--- config.mk ---
export PLATFORM = sky130hd
export DESIGN_NAME = ps2_mouse_packet_cursor_top
export DESIGN_NICKNAME = d
export VERILOG_FILES = /design/src/pmpc_pkg.sv /design/src/pmpc_framer.sv /design/src/pmpc_cursor.sv /design/src/ps2_mouse_packet_cursor_top.sv
export SDC_FILE = /design/constraint.sdc
export NUM_CORES = 1
export LEC_CHECK = 0
export BUFFER_PORTS_ARGS = -buffer_cell sky130_fd_sc_hd__buf_2
export CAP_MARGIN = 20
export CORE_UTILIZATION = 55
export DETAILED_ROUTE_END_ITERATION = 16
export GPL_TIMING_DRIVEN = 1
export PLACE_DENSITY = 0.77
export SLEW_MARGIN = 20
export SYNTH_ARGS = -nofsm -noshare
export SYNTH_HDL_FRONTEND = slang
export SYNTH_SLANG_ARGS = --single-unit
--- constraint.sdc ---
create_clock -name clock -period 5 [get_ports clock]
set_input_delay 1.25 -clock clock [delete_from_list [all_inputs] [get_ports clock]]
set_output_delay 1.25 -clock clock [all_outputs]
set_load 0.02 [all_outputs]
--- src/pmpc_pkg.sv ---
`timescale 1ns / 1ps
// ----------------------------------------------------------------------------
// pmpc_pkg: shared types and constants for the mouse packet cursor
// Holds the header bit positions, the configuration register codes and the
// structures passed between the framer, the cursor unit and the top level.
// ----------------------------------------------------------------------------
package pmpc_pkg;

   // Width of the screen dimension registers and of the configuration port.
   localparam int DIM_W      = 13;
   localparam int CSR_DATA_W = 13;
   localparam int CSR_IDX_W  = 2;

   // Configuration register indexes.
   localparam logic [CSR_IDX_W-1:0] CSR_SCREEN_WIDTH  = 2'd0;
   localparam logic [CSR_IDX_W-1:0] CSR_SCREEN_HEIGHT = 2'd1;

   // Reset values of the screen dimensions.
   localparam logic [DIM_W-1:0] WIDTH_RESET  = 13'd1024;
   localparam logic [DIM_W-1:0] HEIGHT_RESET = 13'd768;

   // Header byte bit positions.
   localparam int HDR_LEFT   = 0;
   localparam int HDR_RIGHT  = 1;
   localparam int HDR_MIDDLE = 2;
   localparam int HDR_SYNC   = 3;
   localparam int HDR_X_SIGN = 4;
   localparam int HDR_Y_SIGN = 5;
   localparam int HDR_X_OVF  = 6;
   localparam int HDR_Y_OVF  = 7;

   // Extra movement applied when a delta overflow bit is set.
   localparam int OVF_EXTRA = 255;

   // Byte position within a packet.
   typedef enum logic [2:0] {
      PH_HEADER = 3'b001,
      PH_X      = 3'b010,
      PH_Y      = 3'b100
   } phase_type;

   // One complete packet as framed from three beats.
   typedef struct packed {
      logic [7:0] header;
      logic [7:0] x_byte;
      logic [7:0] y_byte;
   } packet_type;

   // Screen dimensions from the configuration registers.
   typedef struct packed {
      logic [DIM_W-1:0] width;
      logic [DIM_W-1:0] height;
   } dims_type;

endpackage

--- src/pmpc_framer.sv ---
`timescale 1ns / 1ps
// ----------------------------------------------------------------------------
// pmpc_framer: byte framer for three-byte mouse packets
// Drops the first beat after reset, synchronizes on header bit 3 and hands a
// complete packet to the cursor unit through a one-entry packet register.
// ----------------------------------------------------------------------------
module pmpc_framer (
   input  logic                  clock,
   input  logic                  reset,
   input  logic                  req_valid,
   output logic                  req_ready,
   input  logic [7:0]            req_data_byte,
   output logic                  pkt_valid,
   input  logic                  pkt_ready,
   output pmpc_pkg::packet_type  pkt
);
   import pmpc_pkg::*;

   logic       skip_ff, skip_in;
   phase_type  phase_ff, phase_in;
   logic [7:0] header_ff, header_in;
   logic [7:0] xbyte_ff, xbyte_in;
   logic       pkt_valid_ff, pkt_valid_in;
   packet_type pkt_ff, pkt_in;
   logic       accept;
   logic       complete;

   // The packet register frees up in the same cycle the cursor unit takes it.
   assign req_ready = !pkt_valid_ff || pkt_ready;
   assign accept    = req_valid && req_ready;

   // Framing state for each accepted beat.
   always_comb begin
      skip_in   = skip_ff;
      phase_in  = phase_ff;
      header_in = header_ff;
      xbyte_in  = xbyte_ff;
      complete  = 1'b0;
      if (accept) begin
         if (skip_ff) begin
            skip_in = 1'b0;
         end else begin
            unique case (phase_ff)
               PH_X: begin
                  xbyte_in = req_data_byte;
                  phase_in = PH_Y;
               end
               PH_Y: begin
                  phase_in = PH_HEADER;
                  complete = 1'b1;
               end
               default: begin
                  // Header phase; a byte without the sync bit is dropped.
                  if (req_data_byte[HDR_SYNC]) begin
                     header_in = req_data_byte;
                     phase_in  = PH_X;
                  end else begin
                     phase_in = PH_HEADER;
                  end
               end
            endcase
         end
      end
   end

   // Packet register load and release.
   always_comb begin
      pkt_in        = pkt_ff;
      pkt_valid_in  = pkt_valid_ff && !pkt_ready;
      if (complete) begin
         pkt_in.header = header_ff;
         pkt_in.x_byte = xbyte_ff;
         pkt_in.y_byte = req_data_byte;
         pkt_valid_in  = 1'b1;
      end
   end

   always_ff @(posedge clock) begin
      if (reset) begin
         skip_ff      <= 1'b1;
         phase_ff     <= PH_HEADER;
         header_ff    <= '0;
         xbyte_ff     <= '0;
         pkt_valid_ff <= 1'b0;
      end else begin
         skip_ff      <= skip_in;
         phase_ff     <= phase_in;
         header_ff    <= header_in;
         xbyte_ff     <= xbyte_in;
         pkt_valid_ff <= pkt_valid_in;
      end
   end

   // Packet payload needs no reset.
   always_ff @(posedge clock) begin
      pkt_ff <= pkt_in;
   end

   assign pkt_valid = pkt_valid_ff;
   assign pkt       = pkt_ff;

endmodule

--- src/pmpc_cursor.sv ---
`timescale 1ns / 1ps
// ----------------------------------------------------------------------------
// pmpc_cursor: cursor position update and result register
// Applies one packet's signed deltas to the cursor, clamps each coordinate to
// the screen and holds the result beat until the consumer takes it.
// ----------------------------------------------------------------------------
module pmpc_cursor #(
   parameter int COORD_BITS = 12
) (
   input  logic                   clock,
   input  logic                   reset,
   input  logic                   pkt_valid,
   output logic                   pkt_ready,
   input  pmpc_pkg::packet_type   pkt,
   input  pmpc_pkg::dims_type     dims,
   output logic                   rsp_valid,
   input  logic                   rsp_ready,
   output logic [COORD_BITS-1:0]  rsp_pos_x,
   output logic [COORD_BITS-1:0]  rsp_pos_y,
   output logic                   rsp_left_button,
   output logic                   rsp_right_button,
   output logic                   rsp_middle_button
);
   import pmpc_pkg::*;

   // Signed working width: holds the coordinate, the delta and the dimension.
   localparam int SUM_W = ((COORD_BITS + 2) > (DIM_W + 1)) ? (COORD_BITS + 2) : (DIM_W + 1);
   localparam logic [SUM_W-1:0] COORD_MAX = SUM_W'((64'd1 << COORD_BITS) - 64'd1);

   logic                   rsp_valid_ff, rsp_valid_in;
   logic [COORD_BITS-1:0]  cursor_x_ff, cursor_x_in;
   logic [COORD_BITS-1:0]  cursor_y_ff, cursor_y_in;
   logic [2:0]             buttons_ff, buttons_in;
   logic                   take;
   logic signed [SUM_W-1:0] dx, dy, sum_x, sum_y;

   // Nine-bit signed delta with the overflow extra in the direction of its sign.
   function automatic logic signed [SUM_W-1:0] delta(input logic [7:0] raw,
                                                      input logic neg,
                                                      input logic ovf);
      logic signed [SUM_W-1:0] d;
      d = SUM_W'(signed'({neg, raw}));
      if (ovf) begin
         if (neg) begin
            d = d - SUM_W'(OVF_EXTRA);
         end else begin
            d = d + SUM_W'(OVF_EXTRA);
         end
      end
      return d;
   endfunction

   // Saturate to 0..dim-1 and to COORD_MAX; a zero dimension counts as one.
   function automatic logic [COORD_BITS-1:0] clamp_coord(input logic signed [SUM_W-1:0] v,
                                                         input logic [DIM_W-1:0] dim);
      logic [SUM_W-1:0] hi;
      logic [COORD_BITS-1:0] r;
      hi = (dim == '0) ? '0 : SUM_W'(dim - DIM_W'(1));
      if (hi > COORD_MAX) begin
         hi = COORD_MAX;
      end
      if (v < 0) begin
         r = '0;
      end else if ($unsigned(v) > hi) begin
         r = hi[COORD_BITS-1:0];
      end else begin
         r = v[COORD_BITS-1:0];
      end
      return r;
   endfunction

   // A packet is taken when the result register is empty or being drained.
   assign pkt_ready = !rsp_valid_ff || rsp_ready;
   assign take      = pkt_valid && pkt_ready;

   // Position arithmetic; y moves opposite to its delta.
   assign dx    = delta(pkt.x_byte, pkt.header[HDR_X_SIGN], pkt.header[HDR_X_OVF]);
   assign dy    = delta(pkt.y_byte, pkt.header[HDR_Y_SIGN], pkt.header[HDR_Y_OVF]);
   assign sum_x = SUM_W'(signed'({1'b0, cursor_x_ff})) + dx;
   assign sum_y = SUM_W'(signed'({1'b0, cursor_y_ff})) - dy;

   // Next cursor, buttons and result valid.
   always_comb begin
      cursor_x_in  = cursor_x_ff;
      cursor_y_in  = cursor_y_ff;
      buttons_in   = buttons_ff;
      rsp_valid_in = rsp_valid_ff && !rsp_ready;
      if (take) begin
         cursor_x_in  = clamp_coord(sum_x, dims.width);
         cursor_y_in  = clamp_coord(sum_y, dims.height);
         buttons_in   = {pkt.header[HDR_MIDDLE], pkt.header[HDR_RIGHT], pkt.header[HDR_LEFT]};
         rsp_valid_in = 1'b1;
      end
   end

   always_ff @(posedge clock) begin
      if (reset) begin
         rsp_valid_ff <= 1'b0;
         cursor_x_ff  <= '0;
         cursor_y_ff  <= '0;
      end else begin
         rsp_valid_ff <= rsp_valid_in;
         cursor_x_ff  <= cursor_x_in;
         cursor_y_ff  <= cursor_y_in;
      end
   end

   // Button payload needs no reset.
   always_ff @(posedge clock) begin
      buttons_ff <= buttons_in;
   end

   // The cursor registers double as the result position.
   assign rsp_valid         = rsp_valid_ff;
   assign rsp_pos_x         = cursor_x_ff;
   assign rsp_pos_y         = cursor_y_ff;
   assign rsp_left_button   = buttons_ff[0];
   assign rsp_right_button  = buttons_ff[1];
   assign rsp_middle_button = buttons_ff[2];

endmodule

--- src/ps2_mouse_packet_cursor_top.sv ---
`timescale 1ns / 1ps
// Path: the third byte of a packet is loaded into the packet register, then
// the cursor result register. Throughput: one byte per cycle while req_ready
// is high; the cursor add and clamp are combinational.
// Reset: synchronous; drops the next byte, restarts framing, cursor at 0,0,
// screen 1024 by 768. No memories, so no clearing pass.
// ----------------------------------------------------------------------------
// ps2_mouse_packet_cursor_top: PS/2 mouse packet decoder with cursor
// Frames mouse bytes into packets, keeps a clamped cursor position and
// emits position and buttons for every completed packet.
// ----------------------------------------------------------------------------
module ps2_mouse_packet_cursor_top #(
   parameter int COORD_BITS = 12
) (
   input  logic                              clock,
   input  logic                              reset,
   input  logic                              req_valid,
   output logic                              req_ready,
   input  logic [7:0]                        req_data_byte,
   output logic                              rsp_valid,
   input  logic                              rsp_ready,
   output logic [COORD_BITS-1:0]             rsp_pos_x,
   output logic [COORD_BITS-1:0]             rsp_pos_y,
   output logic                              rsp_left_button,
   output logic                              rsp_right_button,
   output logic                              rsp_middle_button,
   input  logic                              csr_we,
   input  logic [pmpc_pkg::CSR_IDX_W-1:0]    csr_index,
   input  logic [pmpc_pkg::CSR_DATA_W-1:0]   csr_wdata
);
   import pmpc_pkg::*;

   dims_type   dims_ff, dims_in;
   logic       pkt_valid;
   logic       pkt_ready;
   packet_type pkt;

   // Configuration registers; writes to unknown indexes are ignored.
   always_comb begin
      dims_in = dims_ff;
      if (csr_we) begin
         unique case (csr_index)
            CSR_SCREEN_WIDTH:  dims_in.width  = DIM_W'(csr_wdata);
            CSR_SCREEN_HEIGHT: dims_in.height = DIM_W'(csr_wdata);
            default:           dims_in        = dims_ff;
         endcase
      end
   end

   always_ff @(posedge clock) begin
      if (reset) begin
         dims_ff.width  <= WIDTH_RESET;
         dims_ff.height <= HEIGHT_RESET;
      end else begin
         dims_ff <= dims_in;
      end
   end

   // Byte framing.
   pmpc_framer u_framer (
      .clock         (clock),
      .reset         (reset),
      .req_valid     (req_valid),
      .req_ready     (req_ready),
      .req_data_byte (req_data_byte),
      .pkt_valid     (pkt_valid),
      .pkt_ready     (pkt_ready),
      .pkt           (pkt)
   );

   // Cursor update and result beat.
   pmpc_cursor #(
      .COORD_BITS (COORD_BITS)
   ) u_cursor (
      .clock             (clock),
      .reset             (reset),
      .pkt_valid         (pkt_valid),
      .pkt_ready         (pkt_ready),
      .pkt               (pkt),
      .dims              (dims_ff),
      .rsp_valid         (rsp_valid),
      .rsp_ready         (rsp_ready),
      .rsp_pos_x         (rsp_pos_x),
      .rsp_pos_y         (rsp_pos_y),
      .rsp_left_button   (rsp_left_button),
      .rsp_right_button  (rsp_right_button),
      .rsp_middle_button (rsp_middle_button)
   );

   // The input stalls only when both the packet and result stages are full.
   a_ready_stall: assert property (@(posedge clock) disable iff (reset)
      !req_ready |-> (rsp_valid && !rsp_ready && pkt_valid))
      else $error("input stalled while a stage had room");

   // A packet waiting on a full result register stays in place.
   a_pkt_hold: assert property (@(posedge clock) disable iff (reset)
      (pkt_valid && !pkt_ready) |=> (pkt_valid && $stable(pkt)))
      else $error("pending packet lost or changed");

   // A new result only follows a packet handed to the cursor unit.
   a_rsp_source: assert property (@(posedge clock) disable iff (reset)
      $rose(rsp_valid) |-> $past(pkt_valid && pkt_ready))
      else $error("result appeared without a packet");

endmodule

# Word level (Yosys, flattened, before mapping)
# Index checks and enable logic that the tools add are counted.
# W data, S select, Z words.
# op_classes
shifts	0
n_reduce_logical	19
n_mux	21
order_cmp	6
div	0
eq_ne	3
n_bitwise	2
add_sub_neg	8
n_mul	0
# op_table
op	n
$mux W14	10
$mux W12	4
$gt A14 B12 Y1 const B	2
$gt A14 B14 Y1	2
$lt A14 B1 Y1 const B	2
$sub A13 B1 Y14 const B	2
$logic_not A13 Y1	2
$add A9 B9 Y10 const B	2
$sub A9 B9 Y10 const B	2
$add A13 B14 Y14	1
$sub A13 B14 Y14	1
$pmux W3 S2	1
$reduce_and A2 Y1	3
$mux W1	5
$logic_and A1 B1 Y1	4
$logic_not A1 Y1	4
$reduce_and A4 Y1	1
$eq A3 B2 Y1 const B	1
$eq A3 B3 Y1 const B	1
$reduce_and A3 Y1	1
$eq A2 B1 Y1 const B	1
$logic_not A2 Y1	1
$logic_or A1 B1 Y1	2
$mux W2	1
other kinds (2)	3
# word_totals
latchBits	0
out_inout_bits	29
rom_bits	0
mem_count	0
elab_cells	73
ff_bits	99
mem_bits_rw	0

# Logic depth before layout (Yosys ltp)
# Gate-level depths: netlist (run 1).
# logic_depth
word_depth	8
ltp_mapped	25

# Hierarchy
# From an unflattened synthesis (run 1), not the netlist that was laid out.
# hier_totals
hier_cells	786
hier_area_um2	7231.9
# by_module_without_submodules
module	cells_per_inst	instances	area_each_um2	seq_area_each_um2
pmpc_cursor	568	1	4478.0	590.6
pmpc_framer	114	1	1646.6	1141.1
ps2_mouse_packet_cursor_top	104	1	1107.3	520.5

# Worst setup path after synthesis (run 1)
# No wires, ideal clock.
# synth_path
kind	register to register
startpoint	register u_framer.pkt_ff, in the netlist u_framer.pkt[21]
endpoint	register u_cursor.cursor_y_ff[9] (netlist: u_cursor.rsp_pos_y[9])
t_arrival_ps	4920
setup_ps	123
synth_period_minus_slack_ps	5042
path_buffers	1
path_slack_ps	-42
path_stages_with_launch	26
path_cell_list	edfxtp_1 > inv_1 > ha_1 > a21o_1 > a21oi_1 > o21bai_1 > a211o_1 > a31oi_1 > xnor2_1 > mux2i_1 > ha_1 > nand2_1 > o21ai_0 > nand2_1 > o21ai_0 > a21oi_1 > xnor2_1 > ha_1 > and4_1 > nand3_1 > o22ai_1 > a211oi_1 > a21oi_1 > buf_2 > mux2i_1 > o21ai_2
# synth_between
elab_chain_len	7
word_cells_on_any_way	9
classes_between	3 x add/sub; 2 x order compare; 4 x mux
# synth_rtl
item	line	text
start: declaration	pmpc_framer.sv:24	packet_type pkt_ff, pkt_in;
start signal: assignment	pmpc_framer.sv:96	pkt_ff <= pkt_in;
$add A9 B9 Y10 or $sub A9 B9 Y10 (tied branches)	pmpc_cursor.sv:47, pmpc_cursor.sv:45	
$mux W14	pmpc_cursor.sv:44	if (neg) begin
$mux W14 *	pmpc_cursor.sv:43	if (ovf) begin
$sub A13 B14 Y14 *	pmpc_cursor.sv:80	assign sum_y = SUM_W'(signed'({1'b0, cursor_y_ff})) - dy;
$gt A14 B14 Y1	pmpc_cursor.sv:64	end else if ($unsigned(v) > hi) begin
$mux W12	pmpc_cursor.sv:64	
$mux W12 *	pmpc_cursor.sv:62	if (v < 0) begin
end signal: assignment	pmpc_cursor.sv:104	cursor_y_ff <= cursor_y_in;
end: declaration	pmpc_cursor.sv:32	logic [COORD_BITS-1:0] cursor_y_ff, cursor_y_in;
# Mark *: on every way between the ends. The rest lies on a longest branch, timed or not.
# A chain may end at the register's enable or synchronous reset.

# Final worst setup path (run 1)
# layout_path
startpoint	register u_framer.pkt_ff, in the netlist u_framer.pkt[21]
endpoint	register u_cursor.cursor_y_ff[1] (netlist: u_cursor.rsp_pos_y[1])
# Same word-level chain as after synthesis.

==> results of run 1 <==
-- how the worst max path moves through the flow --
stage	slack [ns]	to	from
floorplan	0.001	u_cursor.rsp_pos_y[9]$_SDFFE_PP0P_	u_framer.pkt[21]$_DFFE_PP_
global placement	0.12	u_cursor.rsp_pos_y[1]$_SDFFE_PP0P_	u_framer.pkt[21]$_DFFE_PP_
detailed placement	-0.09	u_cursor.rsp_pos_y[1]$_SDFFE_PP0P_	u_framer.pkt[21]$_DFFE_PP_
CTS	0.009	u_cursor.rsp_pos_y[1]$_SDFFE_PP0P_	u_framer.pkt[21]$_DFFE_PP_
global route	-0.13	u_cursor.rsp_pos_y[1]$_SDFFE_PP0P_	u_framer.pkt[21]$_DFFE_PP_
finish	0.04	u_cursor.rsp_pos_y[1]$_SDFFE_PP0P_	u_framer.pkt[21]$_DFFE_PP_
-- layout by cell type, fill, tap and decap left out, types with 6 or more instances in the layout --
cell       instances
inv_1             46
nand2_1          100
o31ai_1            8
nor2b_1            8
o21ai_1            8
mux2_2             9
buf_4             25
nor3_1            14
and2_1            10
buf_2             56
o21bai_1           6
nand3_1           11
a21o_1            20
xor2_1            10
a21oi_1           62
a21oi_2           11
dfxtp_1           71
clkbuf_16          9
xnor2_1           39
ha_1              68
o21a_1            10
o21ai_0           29
mux2i_1           35
edfxtp_1          26
nor2_1            52
-- registers in the layout, indices dropped and copies added, names as in the netlist --
register and flops:
dims_ff 26, u_cursor.buttons_ff 3, u_cursor.rsp_pos_x 12, u_cursor.rsp_pos_y 12, u_cursor.rsp_valid 1, u_framer.header_ff 7, u_framer.phase_ff 3, u_framer.pkt 23
u_framer.pkt_valid 1, u_framer.skip_ff 1, u_framer.xbyte_ff 8
-- logic make-up (layout without fill, tap and decap cells) --
logic type	after synthesis	in the layout	share of synthesized area
flip-flops	97	97	0.325
AO/OA/AOI/OAI	192	192	0.174
adder cells (fa/ha/maj)	80	80	0.152
XOR/XNOR	49	49	0.0633
other	1	4	0.000553
AND/OR/NAND/NOR	248	248	0.177
multiplexers	46	46	0.0695
buffers and inverters	70	150	0.0397
-- synthesized netlist by cell type (all sizes together) (13+ instances only) --
cell type	count	area [um^2]
nor3	14	70.1
mux2i	37	370
a21oi	73	369
dfxtp	71	1420
xnor2	39	342
o21ai	40	204
ha	75	938
a21o	20	150
inv	48	180
edfxtp	26	781
nor2	55	209
clkbuf	17	63.8
nand2	101	379
nand3	13	65.1
-- through the flow --
step                power [mW]  hold WS [ns]  TNS [ns]  instances   util
CTS                       1.71         0.421         0       1005  0.635
finish                    1.72         0.420         0       1013  0.658
floorplan                 1.00         0.400         0        786      -
global route              1.79         0.420     -1.31       1013  0.658
global placement          1.05         0.405         0        982  0.607
detailed placement        1.06         0.407    -0.526        982  0.607
-- power groups by stage --
stage | registers (mW) | logic, mW | clock network (mW)
2_1_floorplan | 0.839 | 0.165 | 0
3_3_place_gp | 0.841 | 0.212 | 0
3_5_place_dp | 0.842 | 0.221 | 0
4_1_cts | 0.824 | 0.227 | 0.658
5_1_grt | 0.826 | 0.271 | 0.688
6_report | 0.824 | 0.243 | 0.650
-- cell type report --
cell class	instances	share of cell area
Inverter	48	0.0233
Clock buffer	10	0.0290
Clock inverter	6	0.00554
Tap cell	147	0.0233
Sequential cell	97	0.279
Timing Repair Buffer	86	0.0663
Multi-Input combinational cell	619	0.574
-- worst reg2reg max path, delay by kind of cell (launching register included) --
| family | cells | cell delay (ns) |
|---|---|---|
| AO/OA/AOI/OAI | 12 | 1.92 |
| XOR/XNOR | 2 | 0.27 |
| adder cells (fa/ha/maj) | 3 | 0.96 |
| buffers and inverters | 2 | 0.36 |
| flip-flops | 1 | 0.41 |
| multiplexers | 2 | 0.44 |
| AND/OR/NAND/NOR | 4 | 0.53 |
-- what timing repair did --
| item | in CTS | in global routing |
|---|---|---|
| setup endpoints to repair | 24 | 24 |
| pin swaps | 2 | 18 |
| gates resized for setup | 5 | 51 |
| cloned | 0 | 1 |
| setup buffers | 7 | 7 |
-- layer usage --
layer | part of all wire | global-route usage
met5 | 0 | 0
met3 | 0.042 | 0.0450
met2 | 0.50 | 0.450
met1 | 0.45 | 0.324
met4 | 0.016 | 0.0789
==> impl_metrics.yaml, run 1 <==
setup_path:
  path_buf_inv: 2
  cp.depth: 25
  reg2reg_slack_ns: 0.04
  arrival_ns: 5.24
  critPathMaxFanout: 6
  reg2reg_to: "u_cursor.rsp_pos_y[1]$_SDFFE_PP0P_"
  r2r_cells: 25
  worst-setup-path-type: "reg2reg"
  crit_path_start_kind: "flop"
  worst_path_max_delay_cell: "edfxtp_1"
  critPathTopFamily: "compound AO/OA/AOI/OAI gates"
  worstReg2RegStart: "u_framer.pkt[21]$_DFFE_PP_"
  cpPeakStageDelay_ns: 0.41
  endpoint_kind: "flop"
  required_ns: 5.28
synthesis:
  ys_seq_area_frac: 0.325
  syn_inst: 783
  yosys_warnings: 0
  synth_cell_types: 63
  ys.flop_type: "dfxtp_1"
  async_reset_ff_frac: 0
  avgSynthCellArea_um2: 8.66
  synth_edf_count: 26
  syn-cell-area_mm2: 0.00678
  ys_seq_elements: 97
grt:
  grt_pass1_wl_um: 26200
  grt_pass1_vias: 5693
  grt_overflow_total: 0
  grtUsageTotal: 0.258
  antenna_found_initial: 0
  grt_max_degree: 50
floorplanning:
  pin_count: 57
  die_area_mm2: 0.0128
  core_area_mm2: 0.0120
  fp-row-count: 40
  die_w_um: 113
  die_h_um: 113
  initial_utilization: 0.565
worst_hold_path:
  min_path_cells: 0
  min-delay-start: "u_framer.pkt[18]$_DFFE_PP_"
  hold_path.class: "reg2reg"
  holdPathEnd: "u_cursor.buttons_ff[2]$_DFFE_PP_"
clocking:
  clk_pin_slew_ns: 0.07
  insertion_delay_ns: 0.35
  clock_path_buffers: 2
  clock_sinks: 97
  cts_tree: "yes"
  numCtsBuffers: 9
  cts-htree-levels: 3
  cts_root_buffer: "clkbuf_16"
  postCtsHoldBufs: 0
layout:
  nets: 968
  area_delta_synth_final_pct: 16.5
  regArea_mm2: 0.00220
  final_area_mm2: 0.00790
  multi_input_area_mm2: 0.00453
  antenna_cells: 0
  fillCellCount: 955
  drive_gt1_frac: 0.192
power_and_ir_drop:
  p_int_mw: 1.26
  powerDensity_mw_per_mm2: 217
  p_leak_nw: 3.50
  p_seq_frac: 0.480
  comb_power_share: 0.141
  switchingPower_mw: 0.453
  p_sw_frac: 0.264
  p_clk_frac: 0.378
  ir_drop_uv: 262
routing:
  vias: 5890
  first_pass_iters: 5
  drc: 0
  vias_per_cell: 5.81
  post_drt_wl_per_cell_um: 16.4
  ant_nets: 0
  routed_wl_um: 16600
  drtIter0Drc: 298
timing:
  fin_crit_sh: 0.992
  clock.fmax_mhz: 202
  skew_ns: 0.00847
  finalSetupViolations: 0
  worst_slew_pin_slew_ns: 0.960
  hold_viol: 0
  rsz0062_at_grt: "yes"
  setup_slack_ns: 0.0413
  slew_headroom: 0.358
  drv_slew: 0
  post-route-min-period_ns: 4.96
placed_design:
  dpl-instance-area_mm2: 0.00729
  gp_congestion: 0.957
  dp_slack_ns: -0.0945
  hpwl_um: 12400
  port-buffer-count: 56
run:
  max-cap-violations: 0
run_status:
  status: "complete, no violations"
Power figures use the tool's default switching activity.
==> run 2: changes to the inputs <==
--- a/config.mk
+++ b/config.mk
@@ -11,6 +11,7 @@
 export DETAILED_ROUTE_END_ITERATION = 16
 export GPL_TIMING_DRIVEN = 1
 export PLACE_DENSITY = 0.77
+export SETUP_SLACK_MARGIN = 0.05
 export SLEW_MARGIN = 20
 export SYNTH_ARGS = -nofsm -noshare
 export SYNTH_HDL_FRONTEND = slang
==> impl_metrics.yaml, run 2 (synthesis results as in run 1) <==
clocking:
  cts_tree: "yes"
  clk_pin_slew_ns: 0.07
  cts_root_buffer: "clkbuf_16"
  insertion_delay_ns: 0.36
  numCtsBuffers: 9
  clock_path_buffers: 2
  clock_sinks: 97
  cts-htree-levels: 3
layout:
  top_register: "dims_ff"
  largest_reg_flops: 26
  fin_util: 0.664
  mostFrequentLayoutCells: "nand2_1, dfxtp_1, ha_1"
  final_cells: 1012
  area_delta_synth_final_pct: 17.7
  nets: 967
  antenna_cells: 0
  drive_gt1_frac: 0.201
  fillCellCount: 944
  final_common_cell: "nand2_1"
setup_path:
  critPathMaxFanout: 8
  endpoint: "u_cursor.rsp_pos_y[5]$_SDFFE_PP0P_"
  r2r_cells: 26
  arrival_ns: 5.20
  worst-setup-path-type: "reg2reg"
  cp-startpoint: "u_framer.pkt[21]$_DFFE_PP_"
  required_ns: 5.23
  critPathTopFamily: "compound AO/OA/AOI/OAI gates"
  cpPeakStageDelay_ns: 0.43
  path_buf_inv: 3
  worstReg2RegStart: "u_framer.pkt[21]$_DFFE_PP_"
  worst_path_max_delay_cell: "edfxtp_1"
  reg2reg_slack_ns: 0.03
  crit_path_start_kind: "flop"
  cp.depth: 26
  reg2reg_to: "u_cursor.rsp_pos_y[5]$_SDFFE_PP0P_"
  endpoint_kind: "flop"
power_and_ir_drop:
  p_leak_nw: 3.52
  ir_drop_uv: 158
  powerDensity_mw_per_mm2: 218
floorplanning:
  fp-row-count: 40
  die_h_um: 113
  core_area_mm2: 0.0120
  die_w_um: 113
  initial_utilization: 0.565
  die_area_mm2: 0.0128
  pin_count: 57
grt:
  antenna_found_initial: 0
  grt_pass1_wl_um: 26300
  grtUsageTotal: 0.261
  grt_max_degree: 50
  grt_pass1_vias: 5666
  grt_overflow_total: 0
routing:
  drtIter0Drc: 341
  vias: 5893
  ant_nets: 0
  drc: 0
  routed_wl_um: 16800
  first_pass_iters: 5
  vias_per_cell: 5.82
  post_drt_wl_per_cell_um: 16.6
timing:
  worst_slew_pin_slew_ns: 0.952
  finalSetupViolations: 0
  slew_headroom: 0.363
  skew_ns: 0.0116
  setup_slack_ns: 0.0301
  drv_slew: 0
  post-route-min-period_ns: 4.97
  hold_viol: 0
  fin_crit_sh: 0.994
  rsz0062_at_grt: "yes"
  worst_hold_slack_ns: 0.432
  clock.fmax_mhz: 201
placed_design:
  port-buffer-count: 56
  dp_slack_ns: -0.0652
  placed_cells: 983
  hpwl_um: 12200
  gp_congestion: 0.948
run_status:
  status: "complete, no violations"
run:
  max-cap-violations: 0
worst_hold_path:
  hold_path.class: "reg2reg"
[run 2: layer usage]
| layer | share of wire | track usage | wire length (um) |
|---|---|---|---|
| met4 | 0.026 | 0.106 | 441 |
| met1 | 0.45 | 0.323 | 7550 |
| met2 | 0.48 | 0.455 | 8090 |
| met5 | 0 | 0 | 0 |
| met3 | 0.042 | 0.0396 | 711 |
[run 2: timing repair]
item / in CTS / in global routing
endpoints found under the setup margin: 24 / 24
pin swaps: 5 / 32
hold buffers: 0 / 0
buffers inserted: 6 / 7
resized for setup: 19 / 48
[run 2: area by class of cell]
type	count	area (um^2)	area share
clock buffers	10	229	0.0287
clock inverters	6	52.6	0.00659
inverters	48	184	0.0230
multi-input cells	619	4600	0.577
flip-flops and latches	97	2200	0.276
well taps	147	184	0.0230
repair buffers	85	524	0.0657
[run 2: power breakdown]
group	switching [mW]	total, mW	internal [mW]
combinational	0.133	0.246	0.113
sequential	0.0112	0.824	0.813
clock	0.325	0.670	0.345
[run 2: worst min path at each step]
stage,slack [ns],cells after the start,startpoint,end
6_report,0.43,0,u_framer.pkt[16]$_DFFE_PP_,u_cursor.buttons_ff[0]$_DFFE_PP_
3_5_place_dp,0.41,0,u_framer.pkt[17]$_DFFE_PP_,u_cursor.buttons_ff[1]$_DFFE_PP_
5_1_grt,0.43,0,u_framer.pkt[17]$_DFFE_PP_,u_cursor.buttons_ff[1]$_DFFE_PP_
4_1_cts,0.43,0,u_framer.pkt[17]$_DFFE_PP_,u_cursor.buttons_ff[1]$_DFFE_PP_
2_1_floorplan,0.40,0,u_framer.pkt[16]$_DFFE_PP_,u_cursor.buttons_ff[0]$_DFFE_PP_
3_3_place_gp,0.41,0,u_framer.pkt[17]$_DFFE_PP_,u_cursor.buttons_ff[1]$_DFFE_PP_
[run 2: stage by stage]
stage	total power [mW]	cell area (um^2)	setup TNS, ns
4_1_cts	1.73	7710	0
6_report	1.74	7980	0
3_3_place_gp	1.05	7290	0
2_1_floorplan	1.00	6800	0
3_5_place_dp	1.06	7290	-0.292
5_1_grt	1.80	7980	-2.41
[run 2: worst reg2reg max path, delay by kind of cell (launching register included)]
kind	cells	cell delay, ns
xor+xnor	2	0.27
mux	2	0.30
buf+inv	3	0.55
flops	1	0.43
fa+ha+maj	3	0.99
simple gates	4	0.53
compound gates	12	1.79
